<file path="config.mk">
export PLATFORM = sky130hd
export DESIGN_NAME = fpa_div_stage
export DESIGN_NICKNAME = d
export VERILOG_FILES = /design/src/hw/rtl/fpa_pkg.sv /design/src/hw/rtl/fpa_div_stage.sv
export SDC_FILE = /design/constraint.sdc
export NUM_CORES = 1
export LEC_CHECK = 0
export BUFFER_PORTS_ARGS = -buffer_cell sky130_fd_sc_hd__buf_2
export CORE_MARGIN = 2
export CORE_UTILIZATION = 35
export DETAILED_ROUTE_END_ITERATION = 10
export GPL_ROUTABILITY_DRIVEN = 0
export PLACE_DENSITY_LB_ADDON = 0.1
export SETUP_SLACK_MARGIN = 0.05
export SYNTH_ARGS = -nofsm -noshare
export SYNTH_HDL_FRONTEND = slang
export SYNTH_SLANG_ARGS = --single-unit
export TNS_END_PERCENT = 100
</file>
<file path="constraint.sdc">
create_clock -name clk -period 0.95 [get_ports clk]
set_input_delay 0.095 -clock clk [delete_from_list [all_inputs] [get_ports clk]]
set_output_delay 0.095 -clock clk [all_outputs]
set_load 0.005 [all_outputs]
</file>
<file path="src/hw/rtl/fpa_pkg.sv">
// ----------------------------------------------------------------------------
// fpa_pkg
// Shared types and constants of the Q24.8 fixed-point ALU: word widths,
// opcodes and the records that travel down the pipeline.
// ----------------------------------------------------------------------------
package fpa_pkg;

	// Word layout
	localparam int WORD_W = 32;
	localparam int FRAC_W = 8;
	localparam int NUM_W = WORD_W + FRAC_W;

	// Divider: restoring division, DIV_STEPS quotient bits per stage
	localparam int DIV_STEPS = 4;
	localparam int DIV_STAGES = NUM_W / DIV_STEPS;

	// Rounding bias that turns a floor shift into truncation toward zero
	localparam logic [WORD_W-1:0] TRUNC_BIAS = {{(WORD_W-FRAC_W){1'b0}}, {FRAC_W{1'b1}}};

	typedef logic signed [WORD_W-1:0] word_t;

	typedef enum logic [3:0] {
		OP_ADD      = 4'd0,
		OP_SUB      = 4'd1,
		OP_MUL      = 4'd2,
		OP_DIV      = 4'd3,
		OP_GT       = 4'd4,
		OP_LT       = 4'd5,
		OP_GE       = 4'd6,
		OP_LE       = 4'd7,
		OP_EQ       = 4'd8,
		OP_NE       = 4'd9,
		OP_MIN      = 4'd10,
		OP_MAX      = 4'd11,
		OP_INC      = 4'd12,
		OP_DEC      = 4'd13,
		OP_TO_INT   = 4'd14,
		OP_FROM_INT = 4'd15
	} op_t;

	// Entry stage: operands, early result and divider operands
	typedef struct packed {
		op_t               func;
		word_t             a;
		word_t             b;
		word_t             res;
		logic              cmp;
		logic              dz;
		logic              qneg;
		logic [NUM_W-1:0]  nmag;
		logic [WORD_W-1:0] dmag;
	} ent_t;

	// Divider stages: result so far plus partial remainder and quotient
	typedef struct packed {
		op_t               func;
		word_t             res;
		logic              cmp;
		logic              dz;
		logic              qneg;
		logic [WORD_W-1:0] rem;
		logic [NUM_W-1:0]  num;
		logic [WORD_W-1:0] den;
	} pipe_t;

	// Output stage
	typedef struct packed {
		op_t   func;
		word_t res;
		logic  cmp;
		logic  dz;
	} tail_t;

endpackage

</file>
<file path="src/hw/rtl/fpa_div_stage.sv">
// ----------------------------------------------------------------------------
// fpa_div_stage
// One register stage of the restoring divider: develops DIV_STEPS quotient
// bits and passes the rest of the word along untouched.
// ----------------------------------------------------------------------------
module fpa_div_stage import fpa_pkg::*; (
	input  logic  clk,
	input  logic  arst_n,
	input  logic  en,
	input  logic  in_valid,
	input  pipe_t in_word,
	output logic  out_valid,
	output pipe_t out_word
);

	logic  valid_s;
	pipe_t word_s;
	pipe_t step_word;

	// Shift in one numerator bit per step, subtract the divisor when it fits
	always_comb begin
		logic [WORD_W:0]   rem_sh;
		logic [WORD_W:0]   diff;
		logic [WORD_W-1:0] rem;
		logic [NUM_W-1:0]  num;
		step_word = in_word;
		rem = in_word.rem;
		num = in_word.num;
		for (int i = 0; i < DIV_STEPS; i++) begin
			rem_sh = {rem, num[NUM_W-1]};
			diff = rem_sh - {1'b0, in_word.den};
			num = {num[NUM_W-2:0], 1'b0};
			if (!diff[WORD_W]) begin
				rem = diff[WORD_W-1:0];
				num[0] = 1'b1;
			end else begin
				rem = rem_sh[WORD_W-1:0];
			end
		end
		step_word.rem = rem;
		step_word.num = num;
	end

	// Advance the stage when the next one can take it
	always_ff @(posedge clk or negedge arst_n) begin
		if (!arst_n) begin
			valid_s <= 1'b0;
		end else if (en) begin
			valid_s <= in_valid;
		end
	end

	always_ff @(posedge clk) begin
		if (en && in_valid) begin
			word_s <= step_word;
		end
	end

	assign out_valid = valid_s;
	assign out_word = word_s;

endmodule
</file>
# Yosys cells after proc, flatten, opt, wreduce, memory -nomap -nowiden
# Index checks and enable logic that the tools add are counted.
# word_totals
wordCells,22
input_bits,147
regBits,144
# classes
add_sub_neg,4
mux,8
reduce_logical,1
# ops
operator,n
subtractor 33 x 32 -> 33 bit,4
2-to-1 mux 32 bit,4
2-to-1 mux 1 bit,4
logical AND 1 bit,1

# Depth between registers and ports, before layout
# depth
word_depth,8
ltp_mapped,57
mapped_depth_nobuf,54

# Worst setup path before layout
# Ideal clock, no wire load.
# synth_path
path_type,input to register
startpoint,input port in_word[13] in the netlist's numbering
endpoint,"register word_s (netlist bit out_word[79]), data pin"
setup_slack_ns,-10.152
cell_stages,48
required_time_ns,0.689
path_buffers,6
arrival_ns,10.841
path_cell_list,inv_1 -> ha_1 -> a2111o_1 -> o311ai_1 -> a21o_1 -> a31oi_1 -> nor2_1 -> buf_2 -> buf_1 -> mux2_2 -> ha_1 -> nor2_1 -> a211oi_2 -> o41ai_2 -> nand3_1 -> a211oi_2 -> a2111oi_0 -> o21a_1 -> [... 12 more ...] -> nor3_4 -> nor2_4 -> buf_2 -> mux2_2 -> ha_1 -> or3_1 -> o21ai_0 -> a31oi_1 -> a211oi_2 -> a21oi_1 -> a2111oi_2 -> o21ai_1 -> o41ai_2 -> a21bo_2 -> and3b_1 -> buf_2 -> buf_6 -> a221o_1
# synth_lines
element,line,source
start: declaration,fpa_div_stage.sv:11,"input pipe_t in_word,"
end signal: assignment,fpa_div_stage.sv:55,word_s <= step_word;
end: declaration,fpa_div_stage.sv:17,pipe_t word_s;

==> results.yml <==
drt:
  vias: 13802
  wirelength_um: 49400
  firstDrtPassIters: 5
  wire_per_inst_um: 17.9
  vias_per_cell: 5.01
  detail-route-antenna-nets: 0
  drtIter0Drc: 724
  drc: 0
timing:
  fmax_ghz: 0.0989
  slew-limit-headroom: 0.629
  finalCriticalPeriod_ns: 10.11
  fin_ws_ns: -9.16
  tightest_slew_ns: 0.551
  finalCritPeriodShare: 10.6
  drv_slew: 0
  grt_setup_unrepaired: "yes"
  setup_viol: 180
  fin_setup_tns_ns: -322.26
  finClkSkew_ns: 0
  finalHoldViolations: 0
global_route:
  grt_pass1_vias: 13787
  grt_usage: 0.252
  gr-total-overflow: 0
  antenna_found_initial: 0
  grt_pass1_wl_um: 74900
  grt_max_degree: 34
worst_setup_path:
  crit-reg2reg-launch: "out_valid$_DFFE_PN0P_"
  worstSetupEndpointType: "flop"
  crit_fanout: 8
  crit_type: "in -> reg"
  worstPathRequired_ns: 1.13
  crit_start: "in_word[19]"
  cp_slowest_stage_delay_ns: 0.42
  worstPathArrival_ns: 10.28
  cp_slowest_cell: "o41ai_4"
  start_kind: "input pin"
hold_path:
  hold_class: "in -> reg"
  hp-start: "in_word[69]"
placement:
  hpwl_um: 38400
  io_buffers: 290
clock_network:
  clockRootBuffer: "clkbuf_16"
  htree_levels: 4
  numCtsBuffers: 17
  clk_latency_ns: 0.43
  cts.path.max_buffers: 2
  cts.sinks: 144
  cts_tree: "done"
  clkTransAtPathRegs_ns: 0.06
logic_synthesis:
  synth_seq_area_share: 0.342
  synthesis.nets: 1554
  yosys_warnings: 0
  synth-edff-count: 143
  ys_types: 83
  synth-main-ff-cell: "edfxtp_1"
  synthCells: 1275
  synthesis.area_um2: 12600
  ys_ff_latch: 144
  ys_async_sr_fraction: 0.00694
  syn_avg_cell_area_um2: 9.91
layout:
  drive_gt1_frac: 0.513
  final_core_util: 0.629
  area.growth.synth_to_final_pct: 77.3
  layout_commonest_cell: "buf_4"
  most-common-layout-cells: "buf_4 (572), buf_2 (286), edfxtp_1 (143), dlygate4sd3_1 (112), ha_1 (97)"
  n_antenna_cell: 0
  fin_nets: 2561
power_and_ir_drop:
  vdd_ir_drop_max_mv: 4.15
  power_density_nw_per_um2: 4690
  leakage_nw: 10.5
  power.total_w: 0.105
floorplan:
  io_pins: 291
  core_area_um2: 35600
  die_h_um: 194
  start_util: 0.355
  die-area_um2: 37600
  num_rows: 69
  fp.dieW_um: 194
outcome:
  violations: "setup timing"
  run_status: "finished with violations"
job:
  maxCapViolations: 0
==> flip-flops by register name (all words and copies together) (netlist names) <==
name	flops
out_valid	1
out_word	143
==> critical path, delay by kind of cell <==
kind | cells | cell delay [ns]
XOR/XNOR | 1 | 0.16
AND/OR/NAND/NOR | 12 | 1.75
AO/OA/AOI/OAI | 23 | 4.60
adder cells (fa/ha/maj) | 4 | 1.15
buffers and inverters | 12 | 1.88
multiplexers | 2 | 0.62
==> report_power, final <==
part | switching (W) | internal (W) | total, W
clock network | 0.00281 | 0.00440 | 0.00722
registers | 0.000441 | 0.0102 | 0.0106
logic | 0.0396 | 0.0475 | 0.0871
total | 0.0429 | 0.0621 | 0.105
==> through the flow <==
stage               cells  setup WS, ns  hold slack, ns  cell area [um2]
floorplan            1275         -9.31          -0.201            13000
global placement     2547        -10.09          -0.129            19100
detailed placement   2547        -10.44          -0.125            19100
CTS                  2733         -9.07          0.0831            21800
global route         2755         -9.55           0.118            22400
finish               2755         -9.16           0.121            22400
==> layer usage <==
layer,vias up,global-route usage,share of wire,wire [um]
met3,52,0.0275,0.044,2150
met5,-,0,0,0
li1,6905,-,-,-
met1,6465,0.350,0.47,23200
met4,0,0.0592,0.021,1040
met2,380,0.423,0.47,23000
==> cell usage after synthesis, types with 11 or more instances <==
| cell type | instances | area [um2] |
|---|---|---|
| xnor2_1 | 71 | 622 |
| nor2_1 | 81 | 304 |
| a221o_1 | 33 | 330 |
| edfxtp_1 | 143 | 4290 |
| nor2b_1 | 14 | 87.6 |
| o21bai_1 | 15 | 113 |
| mux2_2 | 49 | 552 |
| nor4_1 | 11 | 68.8 |
| nand2b_1 | 18 | 113 |
| o21ai_0 | 74 | 370 |
| inv_1 | 63 | 236 |
| and2_1 | 24 | 150 |
| nand2_1 | 52 | 195 |
| a22oi_1 | 26 | 195 |
| a21oi_1 | 113 | 566 |
| o21a_1 | 17 | 128 |
| nor3_1 | 16 | 80.1 |
| nand3_1 | 26 | 130 |
| ha_1 | 128 | 1600 |
| a21o_1 | 84 | 631 |
| xor2_1 | 47 | 412 |
==> worst paths after layout <==
path | slack, ns | to | cells after the start
max | -9.16 | out_word[99]$_DFFE_PP_ | 54
min | 0.12 | out_word[73]$_DFFE_PP_ | 3
max reg2reg | 0.20 | out_valid$_DFFE_PN0P_ | 1
min reg2reg | 0.52 | out_valid$_DFFE_PN0P_ | 1
max in group asynchronous | 0.34 | out_valid$_DFFE_PN0P_ | 3
min in group asynchronous | 0.51 | out_valid$_DFFE_PN0P_ | 3
==> what timing repair did <==
item                                    CTS  global route
pin swaps                                45            43
endpoints found under the setup margin  180           180
cloned                                    8             3
buffers inserted                         35            22
gates resized for setup                 129            96
hold endpoints to repair                110             0
hold buffers                            112             0
==> logic make-up (layout without fill, tap and decap cells) <==
kind of cell               after synthesis  in the layout  share of synthesized area
muxes                                   55             57                     0.0488
and+or+nand+nor                        286            288                      0.116
adders and majority gates              132            132                      0.133
AOI/OAI and AO/OA                      445            445                      0.242
buffers and inverters                   93           1108                     0.0336
xor gates and xnor gates               120            120                     0.0844
DFF                                    144            144                      0.342
==> area by class of cell <==
class / count / area, um2
Clock buffer: 19 / 433
Timing Repair Buffer: 1012 / 7570
Sequential cell: 144 / 4320
Tap cell: 461 / 577
Clock inverter: 12 / 184
Multi-Input combinational cell: 1042 / 9050
Inverter: 65 / 259
Fill cell: 2937 / 13200
(Power assumes the default switching activity.)
